[src/hw/rtl/tml_div.sv]
// ----------------------------------------------------------------------------
// tml_div: pipelined restoring divider bank
// One quotient bit per stage for LANES independent lanes. The caller
// guarantees num < den * 2**QW so the quotient fits QW bits.
// ----------------------------------------------------------------------------
module tml_div #(
  parameter int unsigned LANES = 2,
  parameter int unsigned NW    = 27,
  parameter int unsigned DW    = 15,
  parameter int unsigned QW    = 12,
  parameter int unsigned TW    = 8
) (
  input  logic                         clk_i,
  input  logic                         rst_ni,
  input  logic                         en_i,
  input  logic                         valid_i,
  input  logic [LANES-1:0][NW-1:0]     num_i,
  input  logic [LANES-1:0][DW-1:0]     den_i,
  input  logic [TW-1:0]                tag_i,
  output logic                         valid_o,
  output logic [LANES-1:0][QW-1:0]     quo_o,
  output logic [TW-1:0]                tag_o
);

  logic [QW-1:0]                   v_q;
  logic [QW-1:0][LANES-1:0][DW-1:0] rem_q, rem_d;
  logic [QW-1:0][LANES-1:0][DW-1:0] den_q;
  logic [QW-1:0][LANES-1:0][QW-1:0] lo_q, lo_d;
  logic [QW-1:0][LANES-1:0][QW-1:0] quo_q, quo_d;
  logic [QW-1:0][TW-1:0]            tag_q;

  always_comb begin
    logic [DW-1:0] src_rem;
    logic [DW-1:0] src_den;
    logic [QW-1:0] src_lo;
    logic [QW-1:0] src_quo;
    logic [DW:0]   trial;
    logic          ge;
    for (int s = 0; s < QW; s++) begin
      for (int l = 0; l < LANES; l++) begin
        if (s == 0) begin
          src_rem = DW'(num_i[l][NW-1:QW]);
          src_den = den_i[l];
          src_lo  = num_i[l][QW-1:0];
          src_quo = '0;
        end else begin
          src_rem = rem_q[s-1][l];
          src_den = den_q[s-1][l];
          src_lo  = lo_q[s-1][l];
          src_quo = quo_q[s-1][l];
        end
        trial = {src_rem, src_lo[QW-1]};
        ge    = trial >= {1'b0, src_den};
        rem_d[s][l] = ge ? DW'(trial - {1'b0, src_den}) : trial[DW-1:0];
        lo_d[s][l]  = src_lo << 1;
        quo_d[s][l] = {src_quo[QW-2:0], ge};
      end
    end
  end

  always_ff @(posedge clk_i or negedge rst_ni) begin
    if (!rst_ni) begin
      v_q <= '0;
    end else if (en_i) begin
      v_q <= {v_q[QW-2:0], valid_i};
    end
  end

  always_ff @(posedge clk_i) begin
    if (en_i) begin
      rem_q <= rem_d;
      lo_q  <= lo_d;
      quo_q <= quo_d;
      den_q <= {den_q[QW-2:0], den_i};
      tag_q <= {tag_q[QW-2:0], tag_i};
    end
  end

  assign valid_o = v_q[QW-1];
  assign quo_o   = quo_q[QW-1];
  assign tag_o   = tag_q[QW-1];

endmodule

[config.mk]
export PLATFORM = sky130hd
export DESIGN_NAME = tml_div
export DESIGN_NICKNAME = d
export VERILOG_FILES = /design/src/hw/rtl/tml_div.sv
export SDC_FILE = /design/constraint.sdc
export NUM_CORES = 2
export LEC_CHECK = 0
export ABC_AREA = 1
export ABC_CLOCK_PERIOD_IN_PS = 2910
export BUFFER_PORTS_ARGS = -buffer_cell sky130_fd_sc_hd__buf_2
export CAP_MARGIN = 40
export CORE_UTILIZATION = 40
export DETAILED_ROUTE_END_ITERATION = 16
export GPL_TIMING_DRIVEN = 0
export PLACE_DENSITY_LB_ADDON = 0.05
export SLEW_MARGIN = 40
export SYNTH_ARGS = -nofsm -noshare
export SYNTH_HDL_FRONTEND = slang
export SYNTH_SLANG_ARGS = --single-unit
[constraint.sdc]
create_clock -name clk_i -period 2.91 [get_ports clk_i]
set_input_delay 0.291 -clock clk_i [delete_from_list [all_inputs] [get_ports clk_i]]
set_output_delay 0.291 -clock clk_i [all_outputs]
set_load 0.02 [all_outputs]
==> impl_metrics.csv <==
group,metric,value,unit
pwr,power_per_cell_area,920,nW/µm²
routing,wl_per_cell,14.2,µm
floorplan,die_area,149000,µm²
floorplan,die_w,386,µm
sta,hold_violations,0,
sta,drv_slew,0,
worst_setup_path,critPathTopFamily,"simple AND/OR/NAND/NOR gates",
cts,cts-htree-levels,3,
global_route,grt_max_degree,111,
worst_setup_path,end_kind,"register",
worst_setup_path,cp.required,3.38,ns
worst_setup_path,path_class,"reg -> reg",
global_route,grt_overflow,0,
cts,cts_tree,"done",
synthesis,synth-seq-area-share,0.538,
layout,layout-drive-gt1-share,0.0714,
synthesis,async_flop_share,0.0114,
sta,finalSetupViolations,0,
layout,nets,7405,
floorplan,fp-row-count,140,
sta,rsz0062_at_grt,"false",
worst_setup_path,path_max_fanout,10,
placed_design,dp_slack,-0.594,ns
synthesis,synthesis.area,58800,µm²
worst_setup_path,crit_top_cell,"nand2_1",
sta,fin_hold_ws,0.0923,ns
floorplan,io_pins,129,
cts,clock_path_buffers,3,
routing,drc_errors,0,
global_route,track_usage,0.170,
routing,via_per_inst,4.58,
synthesis,yosysUniqueCellTypes,34,
sta,fin_crit_sh,0.920,
sta,period_needed,2.68,ns
worst_setup_path,cp.arrival,3.15,ns
global_route,grt_pass1_wl,203,mm
worst_setup_path,crit_path_top_delay_cell,"edfxtp_1",
min_path,hold_class,"in -> reg",
cts,cts.reportedPaths.clkPinSlew,0.06,ns
floorplan,initial_core_util,0.403,
worst_setup_path,r2r-end,"rem_q[54]",
layout,syn_to_final_growth,13.9,%
sta,timing.fmax,374,MHz
job,drv_cap,0,
routing,postRouteAntennaNets,0,
global_route,grt_pass1_vias,41000,
cts,cts.sinks,1056,
cts,clk_latency,0.73,ns
synthesis,syn-num-nets,7051,
routing,drt_iter0_markers,1723,
floorplan,coreArea,146000,µm²
sta,maxSlewHeadroom,0.604,
floorplan,die_h,386,µm
synthesis,synth_edf_count,1044,
sta,clock_skew,0.0200,ns
synthesis,synth-seq-cells,1056,
worst_setup_path,ff2ff_setup_slack,0.23,ns
min_path,min_to,"quo_o[15]",
synthesis,ys.flop_type,"edfxtp_1",
synthesis,synthCells,6573,
layout,diodes,0,
sta,fin_ws,0.234,ns
worst_setup_path,rr_worst_depth,13,
placed_design,dpl.hpwl,98.9,mm
placed_design,port_buffers,128,
synthesis,yosysWarnings,0,
status,status,"finished, final reports clean",
routing,routed-via-count,41000,
synthesis,syn_area_per_cell,8.95,µm²
pwr,p_leak,32.4,nW
cts,ctsResizeCount,0,
worst_setup_path,cpPeakStageDelay,0.40,ns
worst_setup_path,cp_num_buf_inv,3,
routing,drt_first_pass_iters,5,
placed_design,globalplace.congestion,0.894,
sta,tightest_slew,0.594,ns
global_route,antenna_found_initial,0,
worst_setup_path,cp_cell_sequence,"ha_1, fa_1, inv_1, nand2_1, nand2_1, nand3_1, nand3_1, nand2_1, nand2_2, inv_2, buf_4, nand2_1, nand2_1",
worst_setup_path,critPathLaunchType,"register",
pwr,ir_worst_vdd,0.544,mV
min_path,hold_start,"en_i",
routing,postRouteWirelength,127,mm
cts,numCtsBuffers,119,
placed_design,place_area,62200,µm²
layout,final_area,67000,µm²
worst_setup_path,reg2reg_from,"den_q[15]",
cts,root_buffer,"clkbuf_16",
min_path,whs_path_depth,2,
-- sequential cells by signal (all words and copies together), names as in the netlist --
register  cells
lo_q         22
lo_d        110
v_q          12
quo_d       132
quo_o        24
tag_q        88
den_q       330
tag_o         8
rem_q       330
-- report_power, final --
part / switching, mW / internal [mW] / total (mW)
clock network: 6.18 / 8.66 / 14.8
registers: 1.51 / 21.0 / 22.5
logic: 15.7 / 8.65 / 24.3
-- how the worst max path moves through the flow --
| stage | endpoint | depth (start not counted) | startpoint |
|---|---|---|---|
| after global routing | rem_q[54] | 13 | den_q[15] |
| after global placement | v_q[0] | 2 | en_i |
| after CTS | rem_q[54] | 13 | den_q[15] |
| final | rem_q[54] | 13 | den_q[15] |
| after detailed placement | quo_d[200] | 6 | en_i |
| after floorplan | rem_q[178] | 13 | den_q[135] |
-- logic make-up after synthesis --
family / after synthesis / share of synthesized area
AOI/OAI and AO/OA: 260 / 0.0237
and+or+nand+nor: 3359 / 0.243
buffers and inverters: 1396 / 0.0932
adders and majority gates: 382 / 0.0840
xor gates and xnor gates: 118 / 0.0176
DFF: 1056 / 0.538
muxes: 2 / 0.000383
-- per-stage QoR --
step           std cells   util  total power, mW  setup TNS, ns
5_1_grt             8946  0.459             66.8              0
3_5_place_dp        8628  0.426             47.3        -100.31
4_1_cts             8946  0.459             62.7              0
3_3_place_gp        8618  0.424             47.5              -
2_1_floorplan       6573      -             40.5              0
6_report            8946  0.459             61.7              0
-- area by class of cell --
cell class,instances,area (µm²)
plain buffers,54,449
clock buffers,138,3050
clock inverters,85,843
fillers,14100,78900
inverters,1342,5040
multi-input cells,4121,21700
flip-flops and latches,1056,31700
well taps,1917,2400
repair buffers,233,1890
-- layer usage --
metal  track usage  vias up  part of all wire
li1              -    21700                 -
met1         0.183    18600              0.41
met2         0.335      451              0.54
met3        0.0222      213             0.027
met4        0.0601        0             0.030
met5             0        -                 0
-- synthesized netlist by cell type, types with 17 or more instances --
cell	n	area, µm²
a21oi_1	127	636
and2_1	66	413
buf_4	30	225
buf_6	17	191
edfxtp_1	1044	31400
fa_1	22	440
ha_1	360	4500
inv_1	1315	4940
inv_2	27	101
nand2_1	2247	8430
nand2_2	27	169
nand3_1	418	2090
nand3b_1	44	330
nand4_1	128	801
nor2_1	334	1250
nor2_2	26	163
o21ai_0	59	295
o21ai_1	64	320
xor2_1	102	893
-- cells in the final DEF (no fill, tap or decap), types with 6 or more instances in the layout --
cell	Yosys	layout
inv_1	1315	1315
fa_1	22	22
clkinv_2	0	23
dfrtp_1	12	12
xnor2_1	16	16
nor3_4	8	8
and2_1	66	66
dlygate4sd3_1	0	93
clkinvlp_4	0	8
or2_0	14	14
a21oi_4	8	8
nor2_1	334	334
nand4_2	8	8
buf_6	17	17
nand4_1	128	128
inv_2	27	27
nor3_1	6	6
buf_4	30	30
nand3b_1	44	44
nand3_4	8	8
nand2_1	2247	2247
a21oi_1	127	127
clkbuf_1	2	21
o21ai_0	59	59
o21ai_1	64	64
nor2_2	26	26
clkinv_1	0	25
ha_1	360	360
inv_6	0	7
buf_16	0	11
xor2_1	102	102
clkbuf_16	0	119
nand2_2	27	27
buf_2	5	133
bufinv_16	0	13
nand3_1	418	418
or2_1	8	8
edfxtp_1	1044	1044
or2_2	14	14
-- what timing repair did --
item,4_1_cts,5_1_grt
hold buffers,95,0
hold endpoints to repair,171,0
buffers inserted,0,0
Note: power is estimated with default switching activity, not from simulation.
