`config.mk`:
```
export PLATFORM = sky130hd
export DESIGN_NAME = tml_rot
export DESIGN_NICKNAME = d
export VERILOG_FILES = /design/src/hw/rtl/tml_pkg.sv /design/src/hw/rtl/tml_rot.sv
export SDC_FILE = /design/constraint.sdc
export NUM_CORES = 2
export LEC_CHECK = 0
export BUFFER_PORTS_ARGS = -buffer_cell sky130_fd_sc_hd__buf_2
export CAP_MARGIN = 20
export CORE_MARGIN = 2
export CORE_UTILIZATION = 40
export DETAILED_ROUTE_END_ITERATION = 10
export HOLD_SLACK_MARGIN = 0.06
export PLACE_DENSITY = 0.57
export SETUP_SLACK_MARGIN = 0.5
export SLEW_MARGIN = 20
export SYNTH_ARGS = -nofsm -noshare
export SYNTH_HDL_FRONTEND = slang
export SYNTH_SLANG_ARGS = --single-unit
```
`constraint.sdc`:
```
create_clock -name clk_i -period 3.82 [get_ports clk_i]
set_input_delay 0.382 -clock clk_i [delete_from_list [all_inputs] [get_ports clk_i]]
set_output_delay 0.382 -clock clk_i [all_outputs]
set_load 0.1 [all_outputs]
```
`src/hw/rtl/tml_pkg.sv`:
```
// ----------------------------------------------------------------------------
// tml_pkg: shared types and constants for the tube motion likelihood block
// Fixed-point widths, register codes and the sideband structs that ride
// along the divider pipelines.
// ----------------------------------------------------------------------------
package tml_pkg;

  localparam int unsigned FRAC_W   = 12;           // Q4.12 / Q0.12 fraction
  localparam int unsigned ONE_Q12  = 4096;         // 1.0
  localparam int unsigned DIR_W    = 14;
  localparam int unsigned VEL_W    = 16;
  localparam int unsigned CFG_W    = 15;
  localparam int unsigned CFG_IDX_W = 2;
  localparam int unsigned LIK_W    = 13;

  // first divider bank: base ratio, speed ramp, left and right bound
  localparam int unsigned D1_LANES = 4;
  localparam int unsigned D1_NW    = 29;
  localparam int unsigned D1_DW    = 17;
  localparam int unsigned D1_QW    = 17;
  // second divider bank: left and right lateral ramps
  localparam int unsigned D2_LANES = 2;
  localparam int unsigned D2_NW    = 27;
  localparam int unsigned D2_DW    = 15;
  localparam int unsigned D2_QW    = 12;

  // bound over horizon is clamped to +/- this; beyond it no ramp can trigger
  localparam int unsigned BND_SAT  = 131072;
  localparam int unsigned BND_W    = 19;

  typedef enum logic [CFG_IDX_W-1:0] {
    REG_HORIZON      = 2'd0,
    REG_SIDE_MARGIN  = 2'd1,
    REG_MIN_SPEED    = 2'd2,
    REG_SPEED_MARGIN = 2'd3
  } cfg_reg_e;

  typedef struct packed {
    logic signed [VEL_W-1:0] vl;
    logic                    neg_l;
    logic                    neg_r;
    logic                    ovf_l;
    logic                    ovf_r;
    logic                    pzero;
    logic                    pramp;
  } prep_tag_t;

  typedef struct packed {
    logic [LIK_W-1:0] l0;
    logic [LIK_W-1:0] fp;
    logic             zero;
    logic             lr;
    logic             rr;
  } fac_tag_t;

  // sum of products / 4096, truncated toward zero, saturated to Q4.12
  function automatic logic signed [VEL_W-1:0] sat_q12(input logic signed [30:0] s);
    logic signed [18:0] q;
    q = s[30:12];
    if (s[30] && (s[11:0] != 12'd0)) q = q + 19'sd1;
    if (q > 19'sd32767) return 16'sh7fff;
    else if (q < -19'sd32768) return 16'sh8000;
    else return q[15:0];
  endfunction

endpackage

```
`src/hw/rtl/tml_rot.sv`:
```
// ----------------------------------------------------------------------------
// tml_rot: velocity rotation into the tube frame
// Stage 1 forms the four products, stage 2 sums, truncates and saturates.
// ----------------------------------------------------------------------------
module tml_rot (
  input  logic                                clk_i,
  input  logic                                rst_ni,
  input  logic                                en_i,
  input  logic                                valid_i,
  input  logic signed [tml_pkg::DIR_W-1:0]    dir_x_i,
  input  logic signed [tml_pkg::DIR_W-1:0]    dir_y_i,
  input  logic signed [tml_pkg::VEL_W-1:0]    vel_x_i,
  input  logic signed [tml_pkg::VEL_W-1:0]    vel_y_i,
  input  logic signed [tml_pkg::VEL_W-1:0]    bl_i,
  input  logic signed [tml_pkg::VEL_W-1:0]    br_i,
  output logic                                valid_o,
  output logic signed [tml_pkg::VEL_W-1:0]    vt_o,
  output logic signed [tml_pkg::VEL_W-1:0]    vl_o,
  output logic signed [tml_pkg::VEL_W-1:0]    bl_o,
  output logic signed [tml_pkg::VEL_W-1:0]    br_o
);

  logic                             v1_q, v2_q;
  logic signed [29:0]               pxx_q, pyy_q, pyx_q, pxy_q;
  logic signed [tml_pkg::VEL_W-1:0] bl1_q, br1_q;
  logic signed [tml_pkg::VEL_W-1:0] vt_q, vl_q, bl2_q, br2_q;
  logic signed [30:0]               st_d, sl_d;

  assign st_d = 31'(pxx_q) + 31'(pyy_q);
  assign sl_d = 31'(pyx_q) - 31'(pxy_q);

  always_ff @(posedge clk_i or negedge rst_ni) begin
    if (!rst_ni) begin
      v1_q <= 1'b0;
      v2_q <= 1'b0;
    end else if (en_i) begin
      v1_q <= valid_i;
      v2_q <= v1_q;
    end
  end

  always_ff @(posedge clk_i) begin
    if (en_i) begin
      pxx_q <= 30'(vel_x_i) * 30'(dir_x_i);
      pyy_q <= 30'(vel_y_i) * 30'(dir_y_i);
      pyx_q <= 30'(vel_y_i) * 30'(dir_x_i);
      pxy_q <= 30'(vel_x_i) * 30'(dir_y_i);
      bl1_q <= bl_i;
      br1_q <= br_i;
      vt_q  <= tml_pkg::sat_q12(st_d);
      vl_q  <= tml_pkg::sat_q12(sl_d);
      bl2_q <= bl1_q;
      br2_q <= br1_q;
    end
  end

  assign valid_o = v2_q;
  assign vt_o    = vt_q;
  assign vl_o    = vl_q;
  assign bl_o    = bl2_q;
  assign br_o    = br2_q;

endmodule

```
==> results_dict.tcl <==
set metrics [dict create \
    final_common_cell "inv_1" \
    grt_pass1_wl_mm 194 \
    busiest_layer "met2" \
    vias 33900 \
    final_cell_mix "985 x inv_1, 859 x fa_1, 698 x buf_4" \
    initial_core_util_pct 40.3 \
    reg2reg_to "vt_o[4]$_SDFFCE_PN1P_" \
    numCtsBuffers 28 \
    row_count 122 \
    final_util_pct 52.7 \
    dieArea_mm2 0.114 \
    drt_wl_total_mm 121 \
    hp-start "en_i" \
    die_x_um 338 \
    ant_nets 0 \
    r2r_start "pxx_q[1]$_DFFE_PP_" \
    yosys_warnings 0 \
    dp_slack_ns -3.05 \
    setup_violations 125 \
    grt_use_met2_pct 36.3 \
    die_y_um 338 \
    worstPathArrival_ns 6.39 \
    ios 161 \
    fmax_mhz 166 \
    hold_end "pxx_q[29]$_DFFE_PP_" \
    routedWlPerCell_um 17.3 \
    grt_usage_pct 21.9 \
    clk_latency_ns 0.60 \
    drv_cap 0 \
    yosys.area.top_type_share_pct 39.4 \
    crit_path_max_incr_delay_ns 0.50 \
    area_delta_synth_final_pct 30.8 \
    r2r_cells 16 \
    path_clk_slew_ns 0.07 \
    fin_crit_ns 6.04 \
    drive_gt1_share_pct 27.9 \
    postLayoutSetupSlackWorst_ns -2.22 \
    synth_edf_count 216 \
    synth_top_area_cell "fa_1" \
    crit_top_cell "fa_1" \
    syn_inst 4627 \
    synth_flop_cell "edfxtp_1" \
    gr-total-overflow 0 \
    tightest_slew_ns 0.902 \
    drt-initial-drc-count 1712 \
    worstHoldPathType "in2reg" \
    crit_path_start_kind "input pin" \
    cp_max_fo 5 \
    synth_area_leaders "fa_1 39%, edfxtp_1 15%, ha_1 9.7%" \
    outcome "finished with violations" \
    port_buffers 160 \
    clockBufferDepth 3 \
    place.gp.congestion 0.851 \
    violations "negative setup slack" \
    synth-seq-area-share_pct 14.7 \
    drc 0 \
    cts_tree "built" \
    synthesis.area_mm2 0.0446 \
    synth_nets 5947 \
    end_kind "flop" \
    clock-sinks 218 \
    hold_viol 0 \
    path_delay_family "adder cells" \
    grt_pass1_vias 35900 \
    use_met3_pct 2.49 \
    nFillCells 9998 \
    grt_max_degree 77 \
    antenna_found_initial 9 \
    clockRootBuffer "clkbuf_16" \
    synth.ff_latch_count 218 \
    dpl.hpwl_mm 98.8 \
    htreeDepth 1 \
    core-area_mm2 0.111 \
    viasPerCell 4.83 \
    slew_headroom_pct 39.8 \
    min_period_over_period_pct 158 \
    synth_cell_type_count 92 \
    slowest_stage "fa_1" \
    async_flop_share_pct 0.917 \
    slew_viol_final 0 \
    use_met1_pct 30.9 \
    rsz0062_at_grt "yes" \
    cp.buffers_inverters 7 \
    hold_depth 1 \
    first_pass_iters 5 \
    synth_area_per_cell_um2 9.63 \
    final_nets 6821 \
    regToRegSetupSlack_ns -0.42 \
    worstSetupPathType "in2reg" \
    cp.required_ns 4.17 \
    skew_ns 0.0184 \
]
==> through the flow <==
step                      hold slack (ns)  setup TNS (ns)  cell area, um2  std cells
after CTS                           0.285         -131.80           57200       6970
after global routing                0.305         -157.47           58300       7011
after global placement              0.167         -205.30           52800       6777
after floorplan                    0.0864         -137.62           46000       4627
after detailed placement            0.170         -206.52           52800       6777
final                               0.272         -139.46           58300       7012
==> registers in the layout, indices dropped and copies added (netlist names), 16 cells and up <==
register	count
vt_o	16
pxy_q	30
pxx_q	30
br_o	16
pyx_q	30
pyy_q	30
bl1_q	16
vl_o	16
bl_o	16
br1_q	16
==> cell usage after synthesis (all sizes together) (6+ instances only) <==
cell type,n
nor3,43
or2,10
o21ai,96
xor2,51
or3,15
a31oi,17
nand3,46
fa,878
a211o,7
buf,14
a21o,52
nand2b,31
inv,1043
a21oi,128
o211ai,18
xnor2,152
o21bai,21
a31o,9
edfxtp,216
and2,486
o31ai,9
and3,16
clkbuf,184
o21a,19
ha,346
a211oi,13
nand2,450
nand4,18
nor2,130
nor2b,13
mux2i,6
==> cells by family after synthesis <==
logic type	Yosys count	synth area share, %
compound gates	441	6.60
xor+xnor	203	3.99
fa+ha+maj	1224	49.1
buf+inv	1241	10.5
flops	218	14.7
mux	10	0.236
simple gates	1290	14.9
==> layout make-up <==
class / count / area, um2 / share of cell area, %
Antenna cell: 1 / 2.50 / 0.00429
Clock buffer: 30 / 708 / 1.21
Clock inverter: 22 / 253 / 0.433
Inverter: 1043 / 3930 / 6.73
Multi-Input combinational cell: 3168 / 36100 / 62.0
Sequential cell: 218 / 6540 / 11.2
Tap cell: 1488 / 1860 / 3.19
Timing Repair Buffer: 1042 / 8880 / 15.2
==> worst max path at each step <==
stage	slack [ns]	from	depth (start not counted)	endpoint
6_report	-2.22	dir_x_i[4]	25	pyx_q[29]$_DFFE_PP_
5_1_grt	-2.43	vel_y_i[7]	25	pyx_q[29]$_DFFE_PP_
4_1_cts	-2.20	dir_x_i[4]	25	pyx_q[29]$_DFFE_PP_
3_5_place_dp	-3.05	dir_x_i[2]	24	pyx_q[29]$_DFFE_PP_
3_3_place_gp	-3.03	dir_x_i[2]	25	pyx_q[29]$_DFFE_PP_
2_1_floorplan	-2.63	vel_y_i[5]	26	pyx_q[29]$_DFFE_PP_
==> layer usage <==
| layer | vias to the layer above | wire (um) |
|---|---|---|
| met5 | - | 57 |
| met4 | 8 | 2560 |
| met3 | 127 | 5480 |
| met2 | 614 | 58200 |
| met1 | 17200 | 54900 |
| li1 | 15900 | - |
==> worst register-to-register path: stages, from the launching register on <==
cell and delay (ns):
edfxtp_1 0.49, buf_4 0.19, fa_2 0.37, a211oi_2 0.20
o21ai_1 0.10, a31oi_2 0.32, o31ai_4 0.12, buf_12 0.14
a21oi_4 0.19, xnor2_2 0.15, and2_4 0.17, or4b_4 0.48
nand2b_4 0.17, or3b_4 0.39, o22ai_4 0.19, clkbuf_16 0.21
o211ai_1 0.09
==> what timing repair did <==
action / CTS / global route
gates resized for setup: 449 / 166
gates cloned: 9 / 0
hold endpoints to repair: 35 / 0
setup buffers: 97 / 41
setup endpoints to repair: 132 / 133
hold buffers: 35 / 0
pin swaps: 226 / 133
Power is not shown: default switching activity piles up to over one toggle a cycle in this logic, so the estimate is an artifact.
