### config.mk
export PLATFORM = sky130hd
export DESIGN_NAME = tml_scale
export DESIGN_NICKNAME = d
export VERILOG_FILES = /design/src/hw/rtl/tml_pkg.sv /design/src/hw/rtl/tml_scale.sv
export SDC_FILE = /design/constraint.sdc
export NUM_CORES = 1
export LEC_CHECK = 0
export CAP_MARGIN = 0
export CORE_MARGIN = 2
export CORE_UTILIZATION = 65
export CTS_BUF_LIST = sky130_fd_sc_hd__clkbuf_4 sky130_fd_sc_hd__clkbuf_8 sky130_fd_sc_hd__clkbuf_16
export DETAILED_ROUTE_END_ITERATION = 6
export DONT_BUFFER_PORTS = 1
export PLACE_DENSITY = 0.92
export RECOVER_POWER = 100
export SLEW_MARGIN = 20
export SYNTH_ARGS = -nofsm -noshare
export SYNTH_HDL_FRONTEND = slang
export SYNTH_SLANG_ARGS = --single-unit
### constraint.sdc
create_clock -name clk_i -period 12.3 [get_ports clk_i]
set_input_delay 1.845 -clock clk_i [delete_from_list [all_inputs] [get_ports clk_i]]
set_output_delay 1.845 -clock clk_i [all_outputs]
set_load 0.02 [all_outputs]
### src/hw/rtl/tml_pkg.sv
// ----------------------------------------------------------------------------
// tml_pkg: shared types and constants for the tube motion likelihood block
// Fixed-point widths, register codes and the sideband structs that ride
// along the divider pipelines.
// ----------------------------------------------------------------------------
package tml_pkg;

  localparam int unsigned FRAC_W   = 12;           // Q4.12 / Q0.12 fraction
  localparam int unsigned ONE_Q12  = 4096;         // 1.0
  localparam int unsigned DIR_W    = 14;
  localparam int unsigned VEL_W    = 16;
  localparam int unsigned CFG_W    = 15;
  localparam int unsigned CFG_IDX_W = 2;
  localparam int unsigned LIK_W    = 13;

  // first divider bank: base ratio, speed ramp, left and right bound
  localparam int unsigned D1_LANES = 4;
  localparam int unsigned D1_NW    = 29;
  localparam int unsigned D1_DW    = 17;
  localparam int unsigned D1_QW    = 17;
  // second divider bank: left and right lateral ramps
  localparam int unsigned D2_LANES = 2;
  localparam int unsigned D2_NW    = 27;
  localparam int unsigned D2_DW    = 15;
  localparam int unsigned D2_QW    = 12;

  // bound over horizon is clamped to +/- this; beyond it no ramp can trigger
  localparam int unsigned BND_SAT  = 131072;
  localparam int unsigned BND_W    = 19;

  typedef enum logic [CFG_IDX_W-1:0] {
    REG_HORIZON      = 2'd0,
    REG_SIDE_MARGIN  = 2'd1,
    REG_MIN_SPEED    = 2'd2,
    REG_SPEED_MARGIN = 2'd3
  } cfg_reg_e;

  typedef struct packed {
    logic signed [VEL_W-1:0] vl;
    logic                    neg_l;
    logic                    neg_r;
    logic                    ovf_l;
    logic                    ovf_r;
    logic                    pzero;
    logic                    pramp;
  } prep_tag_t;

  typedef struct packed {
    logic [LIK_W-1:0] l0;
    logic [LIK_W-1:0] fp;
    logic             zero;
    logic             lr;
    logic             rr;
  } fac_tag_t;

  // sum of products / 4096, truncated toward zero, saturated to Q4.12
  function automatic logic signed [VEL_W-1:0] sat_q12(input logic signed [30:0] s);
    logic signed [18:0] q;
    q = s[30:12];
    if (s[30] && (s[11:0] != 12'd0)) q = q + 19'sd1;
    if (q > 19'sd32767) return 16'sh7fff;
    else if (q < -19'sd32768) return 16'sh8000;
    else return q[15:0];
  endfunction

endpackage

### src/hw/rtl/tml_scale.sv
// ----------------------------------------------------------------------------
// tml_scale: applies the three ramp factors in turn
// One Q0.12 multiply per stage with truncation, zero forced at the end.
// ----------------------------------------------------------------------------
module tml_scale (
  input  logic                         clk_i,
  input  logic                         rst_ni,
  input  logic                         en_i,
  input  logic                         valid_i,
  input  logic                         zero_i,
  input  logic [tml_pkg::LIK_W-1:0]    l_i,
  input  logic [tml_pkg::LIK_W-1:0]    f0_i,
  input  logic [tml_pkg::LIK_W-1:0]    f1_i,
  input  logic [tml_pkg::LIK_W-1:0]    f2_i,
  output logic                         valid_o,
  output logic [tml_pkg::LIK_W-1:0]    l_o
);

  localparam int unsigned PW = 2 * tml_pkg::LIK_W;

  logic [2:0]                   v_q;
  logic [1:0]                   z_q;
  logic [tml_pkg::LIK_W-1:0]    l1_q, l2_q, l3_q;
  logic [tml_pkg::LIK_W-1:0]    f1_q, f2_q, f2b_q;
  logic [PW-1:0]                p1, p2, p3;

  // factors are at most 1.0, so each product shifted down fits LIK_W
  assign p1 = PW'(l_i) * PW'(f0_i);
  assign p2 = PW'(l1_q) * PW'(f1_q);
  assign p3 = PW'(l2_q) * PW'(f2b_q);

  always_ff @(posedge clk_i or negedge rst_ni) begin
    if (!rst_ni) begin
      v_q <= '0;
    end else if (en_i) begin
      v_q <= {v_q[1:0], valid_i};
    end
  end

  always_ff @(posedge clk_i) begin
    if (en_i) begin
      z_q   <= {z_q[0], zero_i};
      l1_q  <= p1[tml_pkg::FRAC_W +: tml_pkg::LIK_W];
      f1_q  <= f1_i;
      f2_q  <= f2_i;
      l2_q  <= p2[tml_pkg::FRAC_W +: tml_pkg::LIK_W];
      f2b_q <= f2_q;
      l3_q  <= z_q[1] ? '0 : p3[tml_pkg::FRAC_W +: tml_pkg::LIK_W];
    end
  end

  assign valid_o = v_q[2];
  assign l_o     = l3_q;

endmodule

==> results_dict.tcl, run 1 <==
set metrics [dict create \
    status "completed" \
    num_vias 12800 \
    placedCellCount 2262 \
    crit_fanout 13 \
    timing.rr.start "l1_q[6]" \
    io_buffer_count 0 \
    crit_chain "and2_1 > fa_1 > inv_1 > fa_1 > inv_1 > fa_1 > fa_1 > inv_1 > fa_1 > inv_1 > ha_1 > and4_1 > a21o_1 > or4_1 > o21ai_0 > o21ai_0 > o31a_1 > xnor2_1" \
    area_growth_pct 2.43 \
    fillers 2020 \
    grt_pass1_vias 14200 \
    grtUsageTotal_pct 28.7 \
    cts_inserted_buffers 9 \
    instances_no_fill 2278 \
    drive_gt1_share_pct 1.00 \
    hold_buffers 0 \
    slew_viol_final 0 \
    drt_drc_violations_left 0 \
    cts_buffer_depth 2 \
    grt_max_degree 84 \
    cts_max_level 3 \
    path_class "primary input to flip-flop" \
    r2r_cells 18 \
    syn-cell-area_um2 18300 \
    synth_top_area_share_pct 39.1 \
    setup_viol 0 \
    final_cell_mix "inv_1, fa_1, nand2_1" \
    required_ns 12.40 \
    synth_nets 2570 \
    layout_commonest_cell "inv_1" \
    min_from "f2_q[5]" \
    critPathSlowestCell "fa_1" \
    root_buffer "clkbuf_16" \
    clkSinkCount 83 \
    place_hpwl_mm 31.9 \
    ys_top_cells_by_area "fa_1, edfxtp_1, ha_1" \
    holdPathEnd "f2b_q[5]" \
    cpMostUsedCell "fa_1" \
    avgSynthCellArea_um2 9.31 \
    ys_seq_elements 83 \
    maxSlewHeadroom_pct 55.4 \
    r2r-end "l2_q[10]" \
    yosysWarningCount 0 \
    hold_class "flip-flop to flip-flop" \
    tightest_slew_ns 0.669 \
    clk_latency_ns 0.36 \
    final.setup.tns_ns 0 \
    final_core_util_pct 67.4 \
    min_delay_path_depth 0 \
    initial_core_util_pct 65.8 \
    core_area_um2 27800 \
    layout_min_cycle_time_ns 7.02 \
    max_stage_delay_ns 0.56 \
    synth_largest_area_cell "fa_1" \
    clk_pin_slew_ns 0.07 \
    cts_setup_buffers 0 \
    synth_cells 1964 \
    arrival_ns 7.11 \
    fmax_mhz 143 \
    dieArea_um2 29500 \
    ys_types 47 \
    hold_viol 0 \
    num_io_pins 71 \
    rsz0062_at_grt "no" \
    via_per_inst 5.63 \
    crit_path_end_kind "flip-flop" \
    cts_tree "yes" \
    nets 2501 \
    dieHeight_um 172 \
    gp_congestion 0.906 \
    wl_per_cell_um 17.3 \
    cts_resized 0 \
    core.rowCount 61 \
    fin_skew_ns 0.0181 \
    fp.dieW_um 172 \
    drt_iter0_markers 920 \
    synth-seq-area-share_pct 13.5 \
    r2r_setup_slack_ns 6.12 \
    overflow 0 \
    startpoint_type "primary input" \
    final.period_utilization_pct 57.0 \
    detail_route.first_pass.iterations 6 \
    grt_pass1_wl_mm 66.3 \
    antenna_found_initial 2 \
    drv_cap 0 \
    routed_wl_mm 39.5 \
    final_antenna_net_count 0 \
]
## metrics by stage
| stage | area (um^2) | hold WS [ns] | setup WS, ns |
|---|---|---|---|
| after global routing | 18700 | 0.415 | 5.09 |
| after detailed placement | 18500 | 0.405 | 5.29 |
| after floorplan | 18300 | 0.400 | 5.45 |
| final | 18700 | 0.408 | 5.28 |
| after global placement | 18500 | 0.403 | 5.44 |
| after CTS | 18800 | 0.411 | 5.66 |
## synth_stat cells (all sizes together)
cell type and instances:
a211oi 1, a21boi 3, a21o 16, a21oi 28, a221o 3, a221oi 3, a31oi 6, a41o 1
a41oi 1, and2 223, and3 6, and4 7, clkbuf 80, dfrtp 3, edfxtp 80, fa 357
ha 192, inv 507, mux2 3, mux2i 1, nand2 295, nand2b 5, nand3 10, nand4 5
nor2 13, nor2b 7, nor3 17, nor3b 4, nor4 1, o2111a 1, o211a 3, o211ai 4
o21a 7, o21ai 19, o21ba 1, o21bai 4, o311ai 1, o31a 2, or2 1, or3 2
or4 2, xnor2 27, xor2 12
## cells by family after synthesis
| group | after synthesis | synth area share [%] |
|---|---|---|
| simple gates | 598 | 16.2 |
| buf+inv | 587 | 12.0 |
| fa+ha+maj | 549 | 52.2 |
| compound gates | 104 | 3.91 |
| flops | 83 | 13.5 |
| xor+xnor | 39 | 1.87 |
| mux | 4 | 0.239 |
## worst max-delay path by stage
stage | start | endpoint | slack, ns | cells past startpoint
after global routing | f0_i[1] | l1_q[12] | 5.09 | 18
after floorplan | f0_i[4] | l1_q[7] | 5.45 | 18
after global placement | f0_i[1] | l1_q[12] | 5.44 | 18
final | f0_i[1] | l1_q[12] | 5.28 | 18
after CTS | f0_i[1] | l1_q[7] | 5.66 | 18
after detailed placement | f0_i[1] | l1_q[7] | 5.29 | 18
## worst max-delay path, delay by kind of cell
kind                     cells  cell delay [ns]
AO/OA/AOI/OAI                4             1.21
XOR/XNOR                     1             0.13
adder cells (fa/ha/maj)      6             2.84
buffers and inverters        4             0.21
AND/OR/NAND/NOR              3             0.87
## registers in the layout, summed over array words and instances, names as in the netlist
| signal | count |
|---|---|
| f1_q | 13 |
| f2_q | 13 |
| f2b_q | 13 |
| l1_q | 13 |
| l2_q | 13 |
| l_o | 13 |
| v_q | 3 |
| z_q | 2 |
## metal layers
metal / wire length [um] / GRT usage (%) / part of all wire [%]
met4: 1710 / 13.3 / 4.3
met3: 3110 / 4.83 / 7.9
met5: 2 / 0 / 0.0051
met1: 14500 / 34.0 / 37
met2: 20200 / 51.2 / 51
## cell type report
cell class                 instances  area [um^2]  share of cell area [%]
sequential                        83         2480                    13.2
tap                              378          473                    2.52
inverter                         507         1900                    10.2
clock buffer                       9          225                    1.20
multi-input combinational       1294        13600                    72.5
antenna                            1         2.50                  0.0134
clock inverter                     6         66.3                   0.354
Power of run 1 is left out: the tool's default activity adds up to more than one toggle a clock period on the data nets, which glitch-free logic cannot reach.
==> run 2, diff against run 1 <==
clock period = 7 ns   (was 12.3 ns; I/O delays follow)
==> run 2 against run 1 <==
Sequential share of layout area barely moved. Core utilization is essentially flat. Setup slack worse by 4.5 ns. Clock skew fell by 0.012 ns. Highest routed layer unchanged. Die area unchanged. Non-clock buffer count increased by 1. Global-route usage grew 0.095 points.
==> results_dict.tcl, run 2 (synthesis results as in run 1) <==
set metrics [dict create \
    dp_slack_ns 0.798 \
    grt_use_met2_pct 50.7 \
    drt_iter0_markers 901 \
    timing.rr.start "l1_q[5]" \
    area_growth_pct 2.50 \
    hold_viol 0 \
    r2r_setup_slack_ns 0.79 \
    crit_path_end_kind "flip-flop" \
    num_io_pins 71 \
    cts_resized 0 \
    fin_skew_ns 0.00644 \
    dpl-instance-area_um2 18500 \
    num_vias 12900 \
    layout_min_cycle_time_ns 6.21 \
    instances_no_fill 2280 \
    drive_gt1_share_pct 1.16 \
    io_buffer_count 0 \
    gp_congestion 0.897 \
    fmax_mhz 161 \
    final.setup.tns_ns 0 \
    setup_ws_ns 0.794 \
    nets 2502 \
    drt_drc_violations_left 0 \
    placedCellCount 2263 \
    r2r-end "l2_q[10]" \
    final_antenna_net_count 0 \
    grt-busiest-layer "met2" \
    startpoint_type "flip-flop" \
    layout_commonest_cell "inv_1" \
    path_class "flip-flop to flip-flop" \
    r2r_cells 18 \
    arrival_ns 6.32 \
    fp.dieW_um 172 \
    fillers 2024 \
    required_ns 7.11 \
    cts_inserted_buffers 9 \
    routed_wl_mm 39.5 \
    cts_tree "yes" \
    grtUsageMet3_pct 5.13 \
    final_cell_area_um2 18700 \
    clk_pin_slew_ns 0.06 \
    antenna_found_initial 2 \
    grt_max_degree 84 \
    clkSinkCount 83 \
    initial_core_util_pct 65.8 \
    cts_buffer_depth 2 \
    overflow 0 \
    final_cell_mix "inv_1, fa_1, nand2_1" \
    via_per_inst 5.65 \
    hold_class "primary input to asynchronous set/reset pin" \
    wl_per_cell_um 17.3 \
    cts_max_level 3 \
    tightest_slew_ns 0.676 \
    final.period_utilization_pct 88.7 \
    core.rowCount 61 \
    dieArea_um2 29500 \
    maxSlewHeadroom_pct 54.9 \
    cts_setup_buffers 0 \
    status "completed" \
    crit_fanout 13 \
    root_buffer "clkbuf_16" \
    grt_pass1_wl_mm 66.3 \
    grtUsageTotal_pct 28.8 \
    dieHeight_um 172 \
    clk_latency_ns 0.36 \
    core_area_um2 27800 \
    slew_viol_final 0 \
    startpoint "l1_q[5]" \
    drv_cap 0 \
    detail_route.first_pass.iterations 5 \
    rsz0062_at_grt "no" \
    grt_pass1_vias 14200 \
    hold_buffers 0 \
    grt_use_met1_pct 34.4 \
    setup_viol 0 \
    place_hpwl_mm 31.9 \
    crit_path_end "l2_q[10]" \
]
## run 2: worst min path at each step
stage	start	to	slack (ns)
detailed placement	f2_q[6]	f2b_q[6]	0.40
finish	rst_ni	v_q[0]	0.39
CTS	rst_ni	v_q[0]	0.37
floorplan	f2_q[0]	f2b_q[0]	0.40
global route	rst_ni	v_q[1]	0.37
global placement	f2_q[5]	f2b_q[5]	0.40
## run 2: critical path, cell delays in order, from the launching register on
cell      delay (ns)
edfxtp_1        0.66
and2_1          0.26
fa_1            0.49
inv_1           0.05
fa_1            0.51
inv_1           0.06
fa_1            0.50
inv_1           0.07
fa_1            0.54
inv_1           0.05
fa_1            0.46
ha_1            0.28
and3_1          0.19
a221o_1         0.34
a221o_1         0.49
a31oi_1         0.39
o21ai_0         0.26
a31oi_1         0.26
xnor2_1         0.09
## run 2: area by class of cell
class,instances,area (um^2),share of cell area [%]
diodes,1,2.50,0.0133
clock buffers,12,248,1.32
clock inverters,4,48.8,0.260
multi-input cells,1294,13600,72.5
flip-flops and latches,83,2480,13.2
well taps,378,473,2.52
inverters,507,1900,10.2
repair buffers,1,7.51,0.0400
## run 2: layer usage
layer / up-vias / routed length, um
li1: 5675 / -
met1: 6479 / 14800
met2: 561 / 20000
met3: 159 / 2950
met4: 2 / 1800
met5: - / 13
## run 2: metrics by stage
| stage | util, % | hold WS (ns) |
|---|---|---|
| floorplan | - | 0.400 |
| global placement | 66.5 | 0.403 |
| detailed placement | 66.5 | 0.405 |
| CTS | 67.6 | 0.374 |
| global route | 67.5 | 0.368 |
| finish | 67.5 | 0.385 |
Power of run 2 is left out for the same reason.
==> run 3, diff against run 2 <==
CORE_ASPECT_RATIO = 0.75   (was unset)
==> run 3 against run 2 <==
Wire length is 2.5% higher. Cell count down 0.96%. Clock-buffer cell count is 2 lower. Via count grew 0.43%. Sequential share of layout area about the same. Worst hold slack lost 0.0048 ns. Register-to-register slack got worse by 0.16 ns.
==> results_dict.tcl, run 3 (synthesis results as in run 1) <==
set metrics [dict create \
    wl_per_cell_um 17.9 \
    num_vias 12900 \
    critPathSlowestCell "edfxtp_1" \
    hold_viol 0 \
    dieHeight_um 149 \
    final.period_utilization_pct 90.9 \
    cts_max_level 3 \
    crit_fanout 12 \
    io_buffer_count 0 \
    drt_iter0_markers 1024 \
    core_area_um2 27900 \
    cpMostUsedCell "fa_1" \
    setup_viol 0 \
    nets 2501 \
    hold_class "primary input to asynchronous set/reset pin" \
    arrival_ns 6.49 \
    core.rowCount 53 \
    cts_resized 0 \
    clk_latency_ns 0.37 \
    num_io_pins 71 \
    crit_family "adder cells" \
    max_stage_delay_ns 0.59 \
    grt_max_degree 84 \
    rsz0062_at_grt "no" \
    maxSlewHeadroom_pct 52.9 \
    grtUsageTotal_pct 29.4 \
    final_core_util_pct 67.1 \
    via_per_inst 5.73 \
    grt_pass1_vias 14500 \
    crit_path_end_kind "flip-flop" \
    crit_cells 18 \
    overflow 0 \
    place_hpwl_mm 32.8 \
    cts_inserted_buffers 9 \
    cts_setup_buffers 0 \
    fin_skew_ns 0.0135 \
    path_class "flip-flop to flip-flop" \
    drive_gt1_share_pct 1.16 \
    root_buffer "clkbuf_16" \
    startpoint_type "flip-flop" \
    required_ns 7.12 \
    timing.rr.start "f1_q[1]" \
    critical_path_buf_inv_count 4 \
    layout_commonest_cell "inv_1" \
    crit_chain "and2_1 > fa_1 > inv_1 > fa_1 > inv_1 > fa_1 > fa_1 > inv_1 > fa_1 > inv_1 > ha_1 > and3_1 > a221o_1 > a221o_1 > a31oi_1 > o21ai_0 > a31oi_1 > xnor2_1" \
    final_antenna_net_count 0 \
    grt_pass1_wl_mm 68.1 \
    drt_drc_violations_left 0 \
    clkSinkCount 83 \
    r2r_setup_slack_ns 0.63 \
    detail_route.first_pass.iterations 6 \
    slew_viol_final 0 \
    status "completed" \
    r2r-end "l2_q[10]" \
    final.setup.tns_ns 0 \
    antenna_found_initial 1 \
    hold_buffers 0 \
    initial_core_util_pct 65.7 \
    dieArea_um2 29500 \
    gp_congestion 0.877 \
    layout_min_cycle_time_ns 6.37 \
    fp.dieW_um 198 \
    clk_pin_slew_ns 0.07 \
    fmax_mhz 157 \
    cts_tree "yes" \
    routed_wl_mm 40.5 \
    cts_buffer_depth 2 \
    area_growth_pct 2.18 \
    tightest_slew_ns 0.707 \
    r2r_cells 18 \
    final_cell_mix "inv_1, fa_1, nand2_1" \
    drv_cap 0 \
]
## run 3: cell types whose count changed in the layout (fill, tap and decap cells not counted), sizes merged
cell | previous run | this run
clkinv | 2 | 4
buf | 1 | 0
clkinvlp | 0 | 1
bufinv | 1 | 0
clkbuf | 12 | 10
## run 3: area by class of cell
class	count	area [um^2]
diodes	1	2.50
clock buffers	10	233
clock inverters	6	40.0
fillers	1946	9160
inverters	507	1900
multi-input cells	1294	13600
flip-flops and latches	83	2480
well taps	357	447
## run 3: worst max-delay path by stage
stage | slack (ns) | end | from
6_report | 0.63 | l2_q[10] | f1_q[1]
5_1_grt | 0.50 | l2_q[9] | l1_q[9]
4_1_cts | 1.01 | l2_q[12] | f1_q[1]
3_5_place_dp | 0.76 | l1_q[12] | f0_i[1]
3_3_place_gp | 0.92 | l1_q[12] | f0_i[1]
2_1_floorplan | 0.95 | l1_q[7] | f0_i[4]
## run 3: per-stage QoR
stage | instance area, um^2 | instances | worst slack, ns | hold WS, ns
floorplan | 18300 | 1964 | 0.950 | 0.400
global placement | 18400 | 2241 | 0.918 | 0.406
detailed placement | 18400 | 2241 | 0.763 | 0.405
CTS | 18700 | 2257 | 1.01 | 0.370
global route | 18700 | 2257 | 0.502 | 0.369
finish | 18700 | 2258 | 0.635 | 0.380
## run 3: metal layers
metal	vias up	GRT usage, %	part of all wire [%]
li1	5679	-	-
met1	6406	36.6	38
met2	709	50.2	49
met3	138	6.47	9.7
met4	0	12.4	3.9
met5	-	0	0
Power of run 3 is left out for the same reason.
